File: config.mk
export PLATFORM = sky130hd
export DESIGN_NAME = irt_queue
export DESIGN_NICKNAME = d
export VERILOG_FILES = /design/src/hw/rtl/irt_pkg.sv /design/src/hw/rtl/irt_queue.sv
export SDC_FILE = /design/constraint.sdc
export NUM_CORES = 1
export LEC_CHECK = 0
export ABC_AREA = 1
export BUFFER_PORTS_ARGS = -buffer_cell sky130_fd_sc_hd__buf_2
export CAP_MARGIN = 20
export CORE_MARGIN = 2
export CORE_UTILIZATION = 61
export CTS_CLUSTER_DIAMETER = 80
export DETAILED_ROUTE_END_ITERATION = 8
export GPL_TIMING_DRIVEN = 0
export MAX_ROUTING_LAYER = met4
export PLACE_DENSITY = 0.82
export SLEW_MARGIN = 10
export SYNTH_ARGS = -nofsm -noshare
export SYNTH_HDL_FRONTEND = slang
export SYNTH_SLANG_ARGS = --single-unit
File: constraint.sdc
create_clock -name clock -period 23.9 [get_ports clock]
set_input_delay 0 -clock clock [delete_from_list [all_inputs] [get_ports clock]]
set_output_delay 0 -clock clock [all_outputs]
set_load 0.005 [all_outputs]
File: src/hw/rtl/irt_pkg.sv
package irt_pkg;

   localparam int SLOT_COUNT = 8;
   localparam int SLOT_BITS = $clog2(SLOT_COUNT);
   localparam int MAX_BLOCKS = 1024;
   localparam int MAP_WORDS = (MAX_BLOCKS + 63) / 64;
   localparam int WORD_BITS = $clog2(MAP_WORDS);
   localparam int MAP_DEPTH = SLOT_COUNT * MAP_WORDS;
   localparam int BLK_BITS = $clog2(MAX_BLOCKS + 1);
   localparam int QUEUE_DEPTH = 4;
   localparam int QUEUE_BITS = $clog2(QUEUE_DEPTH);

   localparam logic [2:0] ST_WHOLE = 3'd0;
   localparam logic [2:0] ST_PENDING = 3'd1;
   localparam logic [2:0] ST_DONE = 3'd2;
   localparam logic [2:0] ST_EXPIRED = 3'd3;
   localparam logic [2:0] ST_FULL = 3'd4;
   localparam logic [2:0] ST_BAD = 3'd5;

   localparam logic [7:0] TIMER_RESET = 8'd15;

   typedef struct packed {
      logic        operation;
      logic [31:0] source_address;
      logic [31:0] destination_address;
      logic [7:0]  protocol_number;
      logic [15:0] datagram_id;
      logic [12:0] fragment_offset;
      logic        more_fragments;
      logic [3:0]  header_words;
      logic [15:0] total_length;
      logic [7:0]  time_to_live;
   } req_type;

   typedef struct packed {
      logic [2:0]  status;
      logic [2:0]  slot_index;
      logic [13:0] byte_start;
      logic [13:0] byte_end;
      logic [13:0] reassembled_length;
      logic        last_result;
   } rsp_type;

   typedef enum logic [1:0] {
      KIND_TICK,
      KIND_BAD,
      KIND_WHOLE,
      KIND_FRAG
   } kind_type;

   typedef struct packed {
      kind_type              kind;
      logic [63:0]           akey;
      logic [23:0]           pkey;
      logic                  first;
      logic                  mf;
      logic [3:0]            hw;
      logic [7:0]            ttl;
      logic [BLK_BITS-1:0]   fo_blk;
      logic [BLK_BITS-1:0]   end_blk;
      logic [13:0]           byte_start;
      logic [13:0]           byte_end;
   } cmd_type;

   typedef enum logic [2:0] {
      S_IDLE,
      S_MATCH,
      S_RD,
      S_WR,
      S_FIN,
      S_TICK
   } state_type;

endpackage

File: src/hw/rtl/irt_queue.sv
module irt_queue import irt_pkg::*; (
   input  logic    clock,
   input  logic    reset,
   input  logic    push,
   input  cmd_type push_data,
   output logic    full,
   input  logic    pop,
   output cmd_type pop_data,
   output logic    empty
);

   cmd_type               entry_ff [QUEUE_DEPTH];
   logic [QUEUE_BITS-1:0] wr_ptr_ff, wr_ptr_in;
   logic [QUEUE_BITS-1:0] rd_ptr_ff, rd_ptr_in;
   logic [QUEUE_BITS:0]   count_ff, count_in;
   logic                  do_push;
   logic                  do_pop;

   always_comb begin
      full = count_ff == (QUEUE_BITS+1)'(QUEUE_DEPTH);
      empty = count_ff == '0;
      do_push = push && !full;
      do_pop = pop && !empty;
      wr_ptr_in = do_push ? wr_ptr_ff + 1'b1 : wr_ptr_ff;
      rd_ptr_in = do_pop ? rd_ptr_ff + 1'b1 : rd_ptr_ff;
      count_in = count_ff;
      if (do_push && !do_pop) begin
         count_in = count_ff + 1'b1;
      end else if (do_pop && !do_push) begin
         count_in = count_ff - 1'b1;
      end
      pop_data = entry_ff[rd_ptr_ff];
   end

   always_ff @(posedge clock) begin
      if (reset) begin
         wr_ptr_ff <= '0;
         rd_ptr_ff <= '0;
         count_ff <= '0;
      end else begin
         wr_ptr_ff <= wr_ptr_in;
         rd_ptr_ff <= rd_ptr_in;
         count_ff <= count_in;
      end
      if (do_push) begin
         entry_ff[wr_ptr_ff] <= push_data;
      end
   end

endmodule

==> reports/results.ini <==
[power]
internal_power_mw=2.14
seqPwrFrac_pct=44.4
power_density_mw_per_mm2=104
power_frac_clock_pct=30.4
p_switching_mw=0.924
p_comb_share_pct=25.2
swShare_pct=30.2
p_leak_nw=10.5
ir_drop_mv=0.0768

[detailed_routing]
drc=0
first_iter_violations=1842
dr.pass1.iters=6
num_vias=16196
wl_per_cell_um=22.9
ant_nets=0
wirelength_um=61700
post_drt_via_cell_ratio=6.02

[final_layout]
syn2layout_area_growth_pct=27.6
layout_common_cells=edfxtp_1 (616), buf_2 (330), nor2_1 (318)
mostFrequentLayoutCell=edfxtp_1
post_route_cells_drive_above_1_share_pct=21.5
nets=2283

[sta]
post-route-period-util_pct=11.2
tightest_slew_ns=0.676
slew_viol_final=0
rsz0062_at_grt=false
fin_ws_ns=21.21
relSlewSlack_pct=54.9
worst_hold_slack_ns=0.128
fin_setup_tns_ns=0
setup_violations=0
final_hold_viol_count=0
skew_ns=0.0200
final.min_clock_period_ns=2.69
fmax_ghz=0.372

[status]
status=complete, no violations

[logic_synthesis]
ys_warn_count=0
syn_area_mm2=0.0232
synth.distinct_cells=19
synth_cells=1559
synth_top_area_share_pct=79.8
netlist_top_cells_area=edfxtp_1 (80%), o21ai_0 (6.3%), nor2_1 (5.2%), o22ai_1 (4.2%), clkbuf_1 (1.0%)
yosys_register_bits=625
syn_avg_cell_area_um2=14.9
syn_nets=1723
yosysTopAreaCell=edfxtp_1
ys_seq_area_share_pct=80.6

[clocking]
htreeDepth=2
cts-root-buf=clkbuf_16
cts_buffer_depth=3
clock-sinks=625
clkTransAtPathRegs_ns=0.06
insertion_delay_ns=0.62
cts_tree=yes
cts_buffers=60
cts_setup_buffers=0

[global_routing]
grt-ovfl-total=0
grt_usage_pct=31.9
grt_pass1_wl_um=91400
grt_max_degree=28
antenna_found_initial=7
grt_pass1_vias=16343

[worst_setup_path]
path_max_fanout=24
path_class=register to register
cp_slowest_cell=nor2_4
endpoint_kind=register
cp.arrival_ns=3.00
crit_required_ns=24.21
crit_top_cell=buf_12
r2r-end=entry_ff[1][92]
endpoint=entry_ff[1][92]
cp_slowest_stage_delay_ns=0.59
reg2regPathDepth=8
startpoint_type=register
path_cells=nor2_1, nand2_1, nand2_1, nor2_4, buf_12, buf_12, buf_16, buf_12
rrSetupSlack_ns=21.21
r2r_start=count_ff[0]
cp-startpoint=count_ff[0]

[floorplanning]
rows=71
fp.coreArea_mm2=0.0376
die_y_um=199
die-area_mm2=0.0396
start_util_pct=61.7
chipWidth_um=199
ios=314

[placement]
gp_congestion=0.796
port_buffers=313
place_hpwl_um=36300
place_ws_ns=21.20

[flow_run]
maxCapViolations=0

[worst_hold_path]
worstHoldPathType=input port to register

-- cell families after synthesis --
family          synth area share (%)
fa+ha+maj                      0.356
simple gates                    5.58
buf+inv                         2.55
flops                           80.6
compound gates                  10.9
xor+xnor                      0.0378
-- through the flow --
stage,util (%),area (um^2),instances,power [mW]
finish,78.7,29600,2690,3.06
CTS,78.6,29500,2679,3.04
global placement,67.6,25400,2383,2.09
floorplan,-,23200,1559,1.76
global route,78.7,29600,2687,3.17
detailed placement,69.3,26000,2410,2.10
-- critical path: cells and delay by family, from the launching register on --
kind | cells | cell delay (ns)
flip-flops | 1 | 0.38
buffers and inverters | 4 | 0.91
AND/OR/NAND/NOR | 4 | 1.05
-- worst min path at each step --
stage,start,endpoint,depth (start not counted)
finish,push_data[66],entry_ff[1][66],2
floorplan,reset,register,1
global placement,push_data[113],entry_ff[3][113],1
global route,push_data[31],entry_ff[1][31],2
detailed placement,push_data[91],entry_ff[1][91],1
CTS,push_data[29],entry_ff[0][29],2
-- per-layer routing --
metal / vias to the layer above / track usage, % / share of wire, %
li1: 7034 / - / -
met1: 7866 / 38.9 / 36
met2: 1106 / 52.3 / 50
met3: 190 / 6.68 / 10
met4: 0 / 13.8 / 3.8
met5: - / - / 0
-- state kept, by name (all words and copies together) (netlist names), named ones only --
| signal | flops |
|---|---|
| rd_ptr_ff | 2 |
| wr_ptr_ff | 2 |
| entry_ff | 616 |
| count_ff | 3 |
-- power groups by stage --
stage                     logic, mW  clock network (mW)  registers (mW)
after floorplan               0.358                   0            1.40
after global placement        0.665                   0            1.43
after detailed placement      0.722                   0            1.38
after CTS                     0.750               0.929            1.36
after global routing          0.826               0.979            1.37
final                         0.771               0.932            1.36
-- cell type report --
cell class	instances	area, um^2
fillers	1959	8010
inverters	18	67.6
clock inverters	38	338
multi-input cells	815	3940
flip-flops and latches	625	18700
repair buffers	498	3760
clock buffers	73	1590
plain buffers	101	524
diodes	11	27.5
well taps	511	639
-- synthesized netlist by cell type --
| cell type | number |
|---|---|
| o22ai_1 | 154 |
| clkbuf_1 | 64 |
| o21ai_0 | 291 |
| nor2_1 | 322 |
| buf_6 | 13 |
| dfxtp_1 | 9 |
| buf_4 | 7 |
| ha_1 | 5 |
| a21oi_1 | 3 |
| nand3_1 | 4 |
| inv_2 | 2 |
| nand3b_1 | 1 |
| o21ai_1 | 18 |
| edfxtp_1 | 616 |
| nand2_1 | 15 |
| inv_1 | 16 |
| xor2_1 | 1 |
| fa_1 | 1 |
| buf_2 | 17 |
-- timing repair --
| item | CTS | global route |
|---|---|---|
| resized for setup | 0 | 0 |
| hold buffers | 158 | 0 |
| endpoints found under the hold margin | 625 | 0 |
No activity file was read; power rests on OpenSTA's default activity.
