--- src/hw/rtl/irt_pkg.sv ---
package irt_pkg;

   localparam int SLOT_COUNT = 8;
   localparam int SLOT_BITS = $clog2(SLOT_COUNT);
   localparam int MAX_BLOCKS = 1024;
   localparam int MAP_WORDS = (MAX_BLOCKS + 63) / 64;
   localparam int WORD_BITS = $clog2(MAP_WORDS);
   localparam int MAP_DEPTH = SLOT_COUNT * MAP_WORDS;
   localparam int BLK_BITS = $clog2(MAX_BLOCKS + 1);
   localparam int QUEUE_DEPTH = 4;
   localparam int QUEUE_BITS = $clog2(QUEUE_DEPTH);

   localparam logic [2:0] ST_WHOLE = 3'd0;
   localparam logic [2:0] ST_PENDING = 3'd1;
   localparam logic [2:0] ST_DONE = 3'd2;
   localparam logic [2:0] ST_EXPIRED = 3'd3;
   localparam logic [2:0] ST_FULL = 3'd4;
   localparam logic [2:0] ST_BAD = 3'd5;

   localparam logic [7:0] TIMER_RESET = 8'd15;

   typedef struct packed {
      logic        operation;
      logic [31:0] source_address;
      logic [31:0] destination_address;
      logic [7:0]  protocol_number;
      logic [15:0] datagram_id;
      logic [12:0] fragment_offset;
      logic        more_fragments;
      logic [3:0]  header_words;
      logic [15:0] total_length;
      logic [7:0]  time_to_live;
   } req_type;

   typedef struct packed {
      logic [2:0]  status;
      logic [2:0]  slot_index;
      logic [13:0] byte_start;
      logic [13:0] byte_end;
      logic [13:0] reassembled_length;
      logic        last_result;
   } rsp_type;

   typedef enum logic [1:0] {
      KIND_TICK,
      KIND_BAD,
      KIND_WHOLE,
      KIND_FRAG
   } kind_type;

   typedef struct packed {
      kind_type              kind;
      logic [63:0]           akey;
      logic [23:0]           pkey;
      logic                  first;
      logic                  mf;
      logic [3:0]            hw;
      logic [7:0]            ttl;
      logic [BLK_BITS-1:0]   fo_blk;
      logic [BLK_BITS-1:0]   end_blk;
      logic [13:0]           byte_start;
      logic [13:0]           byte_end;
   } cmd_type;

   typedef enum logic [2:0] {
      S_IDLE,
      S_MATCH,
      S_RD,
      S_WR,
      S_FIN,
      S_TICK
   } state_type;

endpackage

--- src/hw/rtl/irt_front.sv ---
module irt_front import irt_pkg::*; (
   input  req_type req_data,
   output cmd_type cmd
);

   logic [15:0] hdr_bytes;
   logic        bad_hdr;
   logic [15:0] payload;
   logic [13:0] blocks;
   logic [16:0] blocks_sum;
   logic [14:0] end_sum;
   logic        range_bad;
   logic        whole;
   logic [15:0] start_wide;
   logic [15:0] end_wide;

   always_comb begin
      hdr_bytes = {10'd0, req_data.header_words, 2'b00};
      bad_hdr = (req_data.header_words < 4'd5) || (req_data.total_length < hdr_bytes);
      payload = req_data.total_length - hdr_bytes;
      blocks_sum = {1'b0, payload} + 17'd7;
      blocks = blocks_sum[16:3];
      end_sum = {2'b00, req_data.fragment_offset} + {1'b0, blocks};
      range_bad = end_sum > 15'(MAX_BLOCKS);
      whole = (req_data.fragment_offset == 13'd0) && !req_data.more_fragments;
      start_wide = {req_data.fragment_offset, 3'b000};
      end_wide = start_wide + payload;

      cmd.akey = {req_data.source_address, req_data.destination_address};
      cmd.pkey = {req_data.protocol_number, req_data.datagram_id};
      cmd.first = req_data.fragment_offset == 13'd0;
      cmd.mf = req_data.more_fragments;
      cmd.hw = req_data.header_words;
      cmd.ttl = req_data.time_to_live;
      cmd.fo_blk = req_data.fragment_offset[BLK_BITS-1:0];
      cmd.end_blk = end_sum[BLK_BITS-1:0];
      cmd.byte_start = start_wide[13:0];
      cmd.byte_end = end_wide[13:0];

      if (req_data.operation) begin
         cmd.kind = KIND_TICK;
      end else if (bad_hdr) begin
         cmd.kind = KIND_BAD;
      end else if (whole) begin
         cmd.kind = KIND_WHOLE;
      end else if (range_bad) begin
         cmd.kind = KIND_BAD;
      end else begin
         cmd.kind = KIND_FRAG;
      end
   end

endmodule

--- config.mk ---
export PLATFORM = sky130hd
export DESIGN_NAME = irt_front
export DESIGN_NICKNAME = d
export VERILOG_FILES = /design/src/hw/rtl/irt_pkg.sv /design/src/hw/rtl/irt_front.sv
export SDC_FILE = /design/constraint.sdc
export NUM_CORES = 1
export LEC_CHECK = 0
export ABC_AREA = 1
export BUFFER_PORTS_ARGS = -buffer_cell sky130_fd_sc_hd__buf_2
export CAP_MARGIN = 20
export CELL_PAD_IN_SITES_DETAIL_PLACEMENT = 1
export CELL_PAD_IN_SITES_GLOBAL_PLACEMENT = 2
export CORE_MARGIN = 3
export CORE_UTILIZATION = 18
export DETAILED_ROUTE_END_ITERATION = 7
export PLACE_DENSITY_LB_ADDON = 0.1
export SLEW_MARGIN = 20
export SYNTH_ARGS = -nofsm -noshare
export SYNTH_HDL_FRONTEND = slang
export SYNTH_SLANG_ARGS = --single-unit
--- constraint.sdc ---
create_clock -name vclk -period 14.75
set_input_delay 2.95 -clock vclk [all_inputs]
set_output_delay 2.95 -clock vclk [all_outputs]
set_load 0.02 [all_outputs]
==> summary.md, run 1 <==
| Metric | Value |
|---|---|
| Max-Cap Viols | `0` |
| WHS | `5.90 ns` |
| Number of sequential cells | `0` |
| Static Leakage | `about 1.7 nW` |
| Gpl congestion | `between 0.7 and 0.8` |
| Share of synthesized area occupied by flip-flops and latches | `0` |
| DRT Pass-1 Iters | `4` |
| ANT nets after route | `0` |
| Worst-margin pin slew | `0.688 ns` |
| Effective utilization at floorplan | `0.188` |
| Critical Path Sink Type | `output pin` |
| Final setup TNS | `0 ns` |
| Number of buffer cells added on primary ports | `90` |
| Max-slew violation count | `0` |
| # diodes | `0` |
| Die Height | `approximately 140 um` |
| Remaining routing DRC violations | `0` |
| Number of cells produced by synthesis | `539` |
| Area occupied by registers | `0 um2` |
| Clock buffer instance count of the final layout | `0` |
| Total Die Area | `slightly below 20,000 um2` |
| Top-level I/O count | `around 290` |
| Outcome | `complete, no violations` |
| Critical path data arrival time | `approximately 6.9 ns` |
| Max-slew headroom at the worst pin | `0.537` |
| Hold Path Class | `input port to output pin` |
| Global-route wire length before repair | `between 15 and 20 mm` |
| Largest net degree at the start of global routing | `8` |
| RSZ-0062 raised after global routing | `false` |
| Overall via count from detail_route | `around 2,900` |
| Die extent in x | `between 100 and 150 um` |
| Gr usage total | `0.102` |
| Final setup violation count | `0` |
| Critical path startpoint category | `input port` |
| Initial antenna violation count | `0` |
| Total congestion overflow | `0` |
| Req. time, crit path | `11.80 ns` |
| Std-Cell Rows | `47` |
| Power Dens Cells | `between 60 and 70 nW/um2` |
| Fraction of final layout cells sized beyond drive strength 1 | `0.217` |
| Worst-case vdd ir drop | `about 0.016 mV` |
| Maximum fanout along the worst path | `7` |
| Share of the core filled with cells in the final layout | `0.174` |
| Std-Cell Core Area | `roughly 17,000 um2` |
| WL/cell | `approximately 14 um` |
| Area of the mapped netlist | `approximately 3200 um2` |
| Final critical-path required period | `between 9 and 10 ns` |
| Number of global-route vias before repair | `3,111` |
| Setup ws final | `between 4 and 5 ns` |
| Net count reported at finish | `666` |
| 1st-iter DRT viols | `89` |
| Number of warnings issued by yosys | `0` |
| Highest clock frequency the design can meet | `102 MHz` |
| Hpwl dp | `9.31 mm` |
| Post-CTS Resized | `0` |
| Period utilization | `0.666` |
| # Post-CTS Setup Buffers | `0` |
| Startpoint-to-endpoint class of the critical path | `input port to output pin` |
| Number of fill cells in the layout | `between 2,000 and 2,500` |
| Setup slack at placement | `around 4.9 ns` |
| Final wirelength | `between 10 and 15 mm` |
| Syn avg cell area | `5.87 um2` |
| Area growth, synth to finish | `-7.19%` |
| Final hold vios | `0` |
| Routed vias/inst | `4.00` |
| Footprint of the multi-input gates | `1890 um2` |
| Post-cts hold buffer count | `0` |
| Number of different library cells in the post-synthesis netlist | `33` |
cell type report:
| type | count | area share |
|---|---|---|
| Inverter | 86 | 0.110 |
| Multi-Input combinational cell | 327 | 0.643 |
| Tap cell | 220 | 0.0937 |
| Timing Repair Buffer | 90 | 0.153 |
worst max-delay path: stages:
cell                      delay [ns]
sky130_fd_sc_hd__buf_2          0.09
sky130_fd_sc_hd__inv_1          0.04
sky130_fd_sc_hd__ha_1           0.15
sky130_fd_sc_hd__inv_2          0.06
sky130_fd_sc_hd__fa_1           0.41
sky130_fd_sc_hd__inv_1          0.07
sky130_fd_sc_hd__nor2_1         0.05
sky130_fd_sc_hd__nor2_2         0.29
sky130_fd_sc_hd__xor2_2         0.30
sky130_fd_sc_hd__nor2_4         0.09
sky130_fd_sc_hd__nand3_4        0.10
sky130_fd_sc_hd__nor2_8         0.05
sky130_fd_sc_hd__or2_0          0.20
sky130_fd_sc_hd__nand2_1        0.06
sky130_fd_sc_hd__inv_1          0.05
sky130_fd_sc_hd__ha_1           0.37
sky130_fd_sc_hd__nand2_1        0.13
sky130_fd_sc_hd__nor2_1         0.24
sky130_fd_sc_hd__nand3_1        0.20
sky130_fd_sc_hd__nand3_1        0.13
sky130_fd_sc_hd__nand2_1        0.05
sky130_fd_sc_hd__nand2_1        0.08
sky130_fd_sc_hd__nand4_1        0.11
sky130_fd_sc_hd__nand2_1        0.12
sky130_fd_sc_hd__nand4_1        0.16
sky130_fd_sc_hd__a21oi_1        0.15
sky130_fd_sc_hd__buf_2          0.17
logic make-up after synthesis:
kind of cell    synth area share
simple gates               0.338
buf+inv                    0.406
compound gates            0.0632
fa+ha+maj                  0.126
xor+xnor                  0.0660
other cells              0.00118
synth_stat cells (2+ instances only):
master | n | share of area
sky130_fd_sc_hd__a21oi_1 | 21 | 0.033
sky130_fd_sc_hd__a31oi_1 | 2 | 0.0040
sky130_fd_sc_hd__buf_4 | 128 | 0.30
sky130_fd_sc_hd__fa_1 | 3 | 0.019
sky130_fd_sc_hd__ha_1 | 27 | 0.11
sky130_fd_sc_hd__inv_1 | 81 | 0.096
sky130_fd_sc_hd__inv_2 | 5 | 0.0059
sky130_fd_sc_hd__nand2_1 | 128 | 0.15
sky130_fd_sc_hd__nand2_2 | 2 | 0.0040
sky130_fd_sc_hd__nand3_1 | 35 | 0.055
sky130_fd_sc_hd__nand3_4 | 2 | 0.011
sky130_fd_sc_hd__nand3b_1 | 4 | 0.0095
sky130_fd_sc_hd__nand4_1 | 9 | 0.018
sky130_fd_sc_hd__nor2_1 | 38 | 0.045
sky130_fd_sc_hd__nor2_2 | 2 | 0.0040
sky130_fd_sc_hd__nor2_4 | 3 | 0.011
sky130_fd_sc_hd__nor3_1 | 5 | 0.0079
sky130_fd_sc_hd__o2111ai_1 | 2 | 0.0055
sky130_fd_sc_hd__o21ai_0 | 8 | 0.013
sky130_fd_sc_hd__xnor2_1 | 5 | 0.014
sky130_fd_sc_hd__xor2_1 | 17 | 0.047
stage by stage:
step / total power, mW / std cells / cell area [um2]
after global placement: 0.203 / 723 / 2940
final: 0.196 / 723 / 2940
after floorplan: 0.179 / 541 / 3170
after global routing: 0.225 / 723 / 2940
after CTS: 0.203 / 723 / 2940
after detailed placement: 0.202 / 723 / 2940
path summary, 6_finish.rpt:
path / startpoint / endpoint / slack, ns / depth (start not counted)
max: req_data[10] / cmd[153] / 4.92 / 27
min: req_data[87] / cmd[109] / 5.90 / 0
routing by layer:
metal,track usage,up-vias,wire length [um]
li1,-,1473,-
met1,0.132,1310,4540
met2,0.189,84,5070
met3,0.0103,22,402
met4,0.00927,0,93
met5,0,-,0
cells in the final DEF, fill, tap and decap left out, drive strengths merged:
| master | netlist | routed |
|---|---|---|
| inv | 86 | 86 |
| o21ai | 8 | 8 |
| xnor2 | 5 | 5 |
| a21oi | 22 | 22 |
| nand3b | 4 | 4 |
| nand3 | 38 | 38 |
| nor4 | 1 | 1 |
| o21bai | 1 | 1 |
| fa | 3 | 3 |
| xor2 | 18 | 18 |
| or4 | 1 | 1 |
| or2 | 1 | 1 |
| nand4 | 9 | 9 |
| nand2 | 131 | 131 |
| conb | 1 | 3 |
| nor2 | 44 | 44 |
| buf | 128 | 90 |
| a2bb2oi | 1 | 1 |
| and3 | 1 | 1 |
| a31oi | 2 | 2 |
| nor3 | 5 | 5 |
| o2111ai | 2 | 2 |
| ha | 27 | 27 |
where the power goes:
group	internal [mW]	switching (mW)	leakage [nW]
clock	0	0	0
sequential	0	0	0
combinational	0.0631	0.133	1.71
(Power assumes the default switching activity.)
==> run 2: changes to the inputs <==
Settings changed: CORE_UTILIZATION 18 to 17.
Clock period 14.75 ns to 9.05 ns, I/O delays scaled along.
==> run 2 against run 1 <==
Effect of this change: largest cell class unchanged; hold slack got worse by 2.3 ns; final cell count is 1.2% higher; utilization decreased by 1.2 points; global-route usage fell by 0.58 points; sequential share of layout area did not move; die area up 5.6%.
==> summary.md, run 2 (same netlist as run 1, synthesis figures left out) <==
| Metric | Value |
|---|---|
| Setup slack at placement | `1.59 ns (-3.28 ns)` |
| Number of sequential cells | `0 (unchanged)` |
| Std-Cell Rows | `49 (+4.3%)` |
| Net count reported at finish | `666 (unchanged)` |
| Total congestion overflow | `0 (unchanged)` |
| Final hold vios | `0 (unchanged)` |
| Remaining routing DRC violations | `0 (unchanged)` |
| DRT Pass-1 Iters | `3 (-1)` |
| Routed vias/inst | `3.95 (-1.2%)` |
| Overall via count from detail_route | `2,891 (+0.069%)` |
| Setup ws final | `1.70 ns (-3.22 ns)` |
| RSZ-0062 raised after global routing | `false` |
| Critical Path Sink Type | `output pin` |
| Met2 Use GR | `0.187 (-0.00141)` |
| Global-route wire length before repair | `16.0 mm (-2.8%)` |
| # Post-CTS Setup Buffers | `0 (unchanged)` |
| Area occupied by registers | `0 um2 (unchanged)` |
| Number of fill cells in the layout | `2,331 (+7.4%)` |
| Inst Count DP | `732 (+1.2%)` |
| Critical path startpoint category | `input port` |
| Gr usage total | `0.0960 (-0.00578)` |
| Initial antenna violation count | `0 (unchanged)` |
| Post-cts hold buffer count | `0 (unchanged)` |
| ANT nets after route | `0 (unchanged)` |
| 1st-iter DRT viols | `45 (-49%)` |
| Total power | `0.320 mW (+63%)` |
| Final instance count without filler cells | `732 (+1.2%)` |
| Highest-count cells in the layout ignoring fill and taps | `128 x sky130_fd_sc_hd__nand2_1, 90 x sky130_fd_sc_hd__buf_2, 81 x sky130_fd_sc_hd__inv_1` |
| Routing usage on met1 | `0.118 (-0.0146)` |
| Global route hottest layer | `met2` |
| Largest net degree at the start of global routing | `8 (unchanged)` |
| Hpwl dp | `9.44 mm (+1.4%)` |
| Worst-case vdd ir drop | `0.0294 mV (+83%)` |
| Area growth, synth to finish | `-6.84%` |
| Delay-heaviest family, CP | `simple AND/OR/NAND/NOR gates` |
| Std-Cell Core Area | `18,100 um2 (+7.5%)` |
| Final setup TNS | `0 ns (unchanged)` |
| Highest clock frequency the design can meet | `around 140 MHz` |
| Max-Cap Viols | `0 (unchanged)` |
| Top-level I/O count | `285 (unchanged)` |
| Die extent in x | `142 um (+2.8%)` |
| Stage delay of the slowest cell on the critical path | `0.41 ns (about the same)` |
| # diodes | `0 (unchanged)` |
| Worst-margin pin slew | `0.666 ns (-0.0218 ns)` |
| Hold Path Class | `input port to output pin` |
| Clock buffer instance count of the final layout | `0 (unchanged)` |
| Number of global-route vias before repair | `3,066 (-1.4%)` |
| Footprint of the multi-input gates | `1890 um2 (unchanged)` |
| Outcome | `complete, no violations` |
| Slowest cell on crit path | `sky130_fd_sc_hd__fa_1` |
| Most common cell after layout, fill and taps aside | `sky130_fd_sc_hd__nand2_1` |
| Final critical-path required period | `7.35 ns` |
| Number of buffer cells added on primary ports | `90 (unchanged)` |
| GR Util met3 | `0.0114 (+0.00108)` |
| Fraction of final layout cells sized beyond drive strength 1 | `0.217 (unchanged)` |
| Share of the core filled with cells in the final layout | `0.163 (-0.0116)` |
| Total Die Area | `20,300 um2 (+5.6%)` |
| Sum of buffers and inverters on the critical path | `6 (unchanged)` |
| Startpoint-to-endpoint class of the critical path | `input port to output pin` |
| Max-slew headroom at the worst pin | `0.552 (+0.0147)` |
| Power Dens Cells | `108 nW/um2 (+62%)` |
| Max-slew violation count | `0 (unchanged)` |
| Effective utilization at floorplan | `0.174 (-0.0131)` |
| Period utilization | `0.812` |
| Maximum fanout along the worst path | `7 (unchanged)` |
| Static Leakage | `1.71 nW (unchanged)` |
| Critical path data arrival time | `5.54 ns (-1.34 ns)` |
| WL/cell | `13.8 um (-1.1%)` |
| Req. time, crit path | `7.24 ns (-4.56 ns)` |
| Die Height | `142 um (+2.8%)` |
| Worst path most repeated cell | `sky130_fd_sc_hd__nand2_1` |
| Final setup violation count | `0 (unchanged)` |
| Post-CTS Resized | `0 (unchanged)` |
| Final wirelength | `10.1 mm (+0.15%)` |
| Gpl congestion | `0.774 (-1.4%)` |
==> run 2: cell counts in the layout (fill, tap and decap cells not counted) <==
No cell type changed its count.
==> run 2: layer usage <==
metal	wire length (um)	up-vias
met5	0	-
met4	20	0
met3	358	8
met2	5300	77
met1	4440	1323
li1	-	1483
==> run 2: path summary, 6_finish.rpt <==
check,start,slack (ns),end,cells past startpoint
min,req_data[83],3.62,cmd[105],0
max,req_data[10],1.70,cmd[153],27
==> run 2: stage by stage <==
step                      hold slack, ns  area, um2
after detailed placement            3.62       2950
after global routing                3.62       2950
after CTS                           3.62       2950
after global placement              3.62       2950
final                               3.62       2950
after floorplan                     3.70       3170
==> run 2: final cells by class <==
class,count,share of cell area
inverter,86,0.109
tap,229,0.0972
multi-input combinational,327,0.641
timing repair buffer,90,0.153
==> run 2: power by group <==
group / internal [mW] / switching, mW / total [mW]
registers: 0 / 0 / 0
clock network: 0 / 0 / 0
logic: 0.103 / 0.217 / 0.320
==> run 3: changes to the inputs <==
Settings changed: ABC_AREA 1 to 0, CORE_UTILIZATION 17 to 16.
Clock period 9.05 ns to 6 ns, I/O delays scaled along.
==> run 3 against run 2 <==
Effect of this change: first-iteration DRC count increased by 27%; final cell count decreased by 6.8%; routed wire length about the same; sequential share of layout area unchanged; non-clock buffer count increased by 103; via count decreased by 2.9%; power increased by 140%; critical endpoint unchanged; largest cell class unchanged.
==> summary.md, run 3 <==
| Metric | Value |
|---|---|
| Top cells by area, synth | `sky130_fd_sc_hd__buf_4 33%, sky130_fd_sc_hd__ha_1 12%, sky130_fd_sc_hd__xnor2_1 5.4%, sky130_fd_sc_hd__xor2_1 3.9%, sky130_fd_sc_hd__inv_1 2.8%` |
| Final setup violation count | `0 (unchanged)` |
| Power Dens Cells | `187 nW/um2 (+73%)` |
| Area occupied by registers | `0 um2 (unchanged)` |
| Max-Cap Viols | `0 (unchanged)` |
| Max-slew headroom at the worst pin | `0.663 (+0.111)` |
| Final critical-path required period | `approximately 6.0 ns` |
| Die Height | `141 um (-1.0%)` |
| Final instance count without filler cells | `682 (-6.8%)` |
| Highest clock frequency the design can meet | `167 MHz` |
| Area growth, synth to finish | `38.2%` |
| Outcome | `complete, no violations` |
| Footprint of the multi-input gates | `2390 um2 (+26%)` |
| Worst-case vdd ir drop | `0.0698 mV (+140%)` |
| Req. time, crit path | `4.80 ns (-2.44 ns)` |
| Number of gates on the worst path with buffers counted | `22 (-19%)` |
| Setup slack at placement | `-0.266 ns (-1.86 ns)` |
| Sum of buffers and inverters on the critical path | `7 (+1)` |
| Setup ws final | `0.0177 ns (-1.68 ns)` |
| Overall via count from detail_route | `2,806 (-2.9%)` |
| Delay-heaviest family, CP | `adder cells` |
| Most common cell after layout, fill and taps aside | `sky130_fd_sc_hd__buf_4` |
| Std-Cell Core Area | `17,500 um2 (-3.4%)` |
| Final wirelength | `10.1 mm (about the same)` |
| Die extent in x | `141 um (-1.0%)` |
| Share of synthesized area occupied by flip-flops and latches | `0 (unchanged)` |
| Highest-count cells in the layout ignoring fill and taps | `96 x sky130_fd_sc_hd__buf_4, 86 x sky130_fd_sc_hd__buf_2, 20 x sky130_fd_sc_hd__inv_1` |
| Critical path startpoint category | `input port` |
| 1st-iter DRT viols | `57 (+27%)` |
| Area share of the largest cell type after synthesis | `0.332 (+0.0286)` |
| Dominant cell type by area after synthesis | `sky130_fd_sc_hd__buf_4` |
| Syn avg cell area | `7.40 um2 (+26%)` |
| # diodes | `0 (unchanged)` |
| Number of sequential cells | `0 (unchanged)` |
| Maximum fanout along the worst path | `3 (-4)` |
| Area of the mapped netlist | `2920 um2 (-7.9%)` |
| Static Leakage | `1.81 nW (+6.0%)` |
| Clock buffer instance count of the final layout | `0 (unchanged)` |
| Routed vias/inst | `4.11 (+4.2%)` |
| Hpwl dp | `9.00 mm (-4.7%)` |
| Sequence of cells on the critical path | `buf_6 > inv_4 > ha_4 > inv_2 > fa_2 > o31ai_2 > and2b_2 > and4_4 > nand2_4 > nor3_4 > xor2_1 > ha_1 > buf_4 > buf_4 > o2111ai_2 > o21bai_4 > buf_4 > a211oi_4 > o41ai_4 > nand4_1 > a21oi_2 > buf_6` |
| Worst-margin pin slew | `0.501 ns (-0.166 ns)` |
| Critical path data arrival time | `4.78 ns (-0.76 ns)` |
| Gpl congestion | `0.724 (-6.4%)` |
| Hold Path Class | `input port to output pin` |
| Final setup TNS | `0 ns (unchanged)` |
| Effective utilization at floorplan | `0.166 (-0.00820)` |
| Global-route wire length before repair | `15.8 mm (-0.78%)` |
| Gr usage total | `0.0962 (+0.000157)` |
| Startpoint-to-endpoint class of the critical path | `input port to output pin` |
| Total power | `0.754 mW (+140%)` |
| Inst Count DP | `666 (-9.0%)` |
| Initial antenna violation count | `0 (unchanged)` |
| ANT nets after route | `0 (unchanged)` |
| Number of fill cells in the layout | `2,098 (-10%)` |
| Total congestion overflow | `0 (unchanged)` |
| Fraction of final layout cells sized beyond drive strength 1 | `0.606 (+0.389)` |
| Remaining routing DRC violations | `0 (unchanged)` |
| Number of cells produced by synthesis | `394 (-27%)` |
| Total Die Area | `19,900 um2 (-2.1%)` |
| Net count reported at finish | `620 (-6.9%)` |
| Slowest cell on crit path | `sky130_fd_sc_hd__fa_2` |
| Number of different library cells in the post-synthesis netlist | `69 (+110%)` |
| Synth top cells by count | `129 x sky130_fd_sc_hd__buf_4, 27 x sky130_fd_sc_hd__ha_1, 22 x sky130_fd_sc_hd__inv_1, 22 x sky130_fd_sc_hd__nor2_1, 18 x sky130_fd_sc_hd__xnor2_1` |
| WL/cell | `14.8 um (+7.4%)` |
| Number of global-route vias before repair | `2,990 (-2.5%)` |
| Worst hold path depth | `0 (unchanged)` |
| RSZ-0062 raised after global routing | `true` |
| Number of buffer cells added on primary ports | `90 (unchanged)` |
| Stage delay of the slowest cell on the critical path | `0.53 ns (+0.12 ns)` |
| Top-level I/O count | `285 (unchanged)` |
| Final hold vios | `0 (unchanged)` |
| Std-Cell Rows | `48 (-2.0%)` |
| Worst path most repeated cell | `sky130_fd_sc_hd__buf_4` |
| Max-slew violation count | `0 (unchanged)` |
| Largest net degree at the start of global routing | `9 (+1)` |
| Critical Path Sink Type | `output pin` |
| DRT Pass-1 Iters | `4 (+1)` |
| WHS | `2.40 ns (-1.22 ns)` |
| Number of warnings issued by yosys | `0 (unchanged)` |
| Most common cell in the netlist | `sky130_fd_sc_hd__buf_4` |
| Period utilization | `0.997` |
-- run 3: report_power, final --
| part | switching (mW) | internal (mW) | total [mW] |
|---|---|---|---|
| clock network | 0 | 0 | 0 |
| registers | 0 | 0 | 0 |
| logic | 0.394 | 0.360 | 0.754 |
-- run 3: what timing repair did --
item / in CTS / in global routing
hold buffers: 0 / 0
resized for setup: 70 / 24
endpoints found under the setup margin: 1 / 3
pin swaps: 38 / 22
setup buffers: 13 / 4
-- run 3: worst paths after layout --
path                    startpoint       end
worst max-delay path  req_data[10]  cmd[153]
worst min-delay path  req_data[78]  cmd[100]
-- run 3: cell type report --
type | count | area share
Inverter | 22 | 0.0211
Multi-Input combinational cell | 242 | 0.593
Tap cell | 225 | 0.0699
Timing Repair Buffer | 193 | 0.316
-- run 3: kinds of logic after synthesis --
family          after synthesis  synth area share
compound gates               77             0.197
xor+xnor                     31            0.0931
fa+ha+maj                    30             0.136
buf+inv                     154             0.367
mux                           2           0.00687
other cells                   1           0.00129
simple gates                 99             0.197
-- run 3: stage by stage --
stage	utilization	area [um2]
2_1_floorplan	-	2980
3_3_place_gp	0.192	3370
3_5_place_dp	0.192	3370
4_1_cts	0.221	3870
5_1_grt	0.230	4030
6_report	0.230	4030
-- run 3: metal layers --
layer  vias to the layer above  share of wire  global-route usage
met5                         -              0                   0
met4                         0         0.0065             0.00918
met3                        24          0.034             0.00678
met2                        63           0.51               0.177
met1                      1342           0.45               0.127
li1                       1377              -                   -
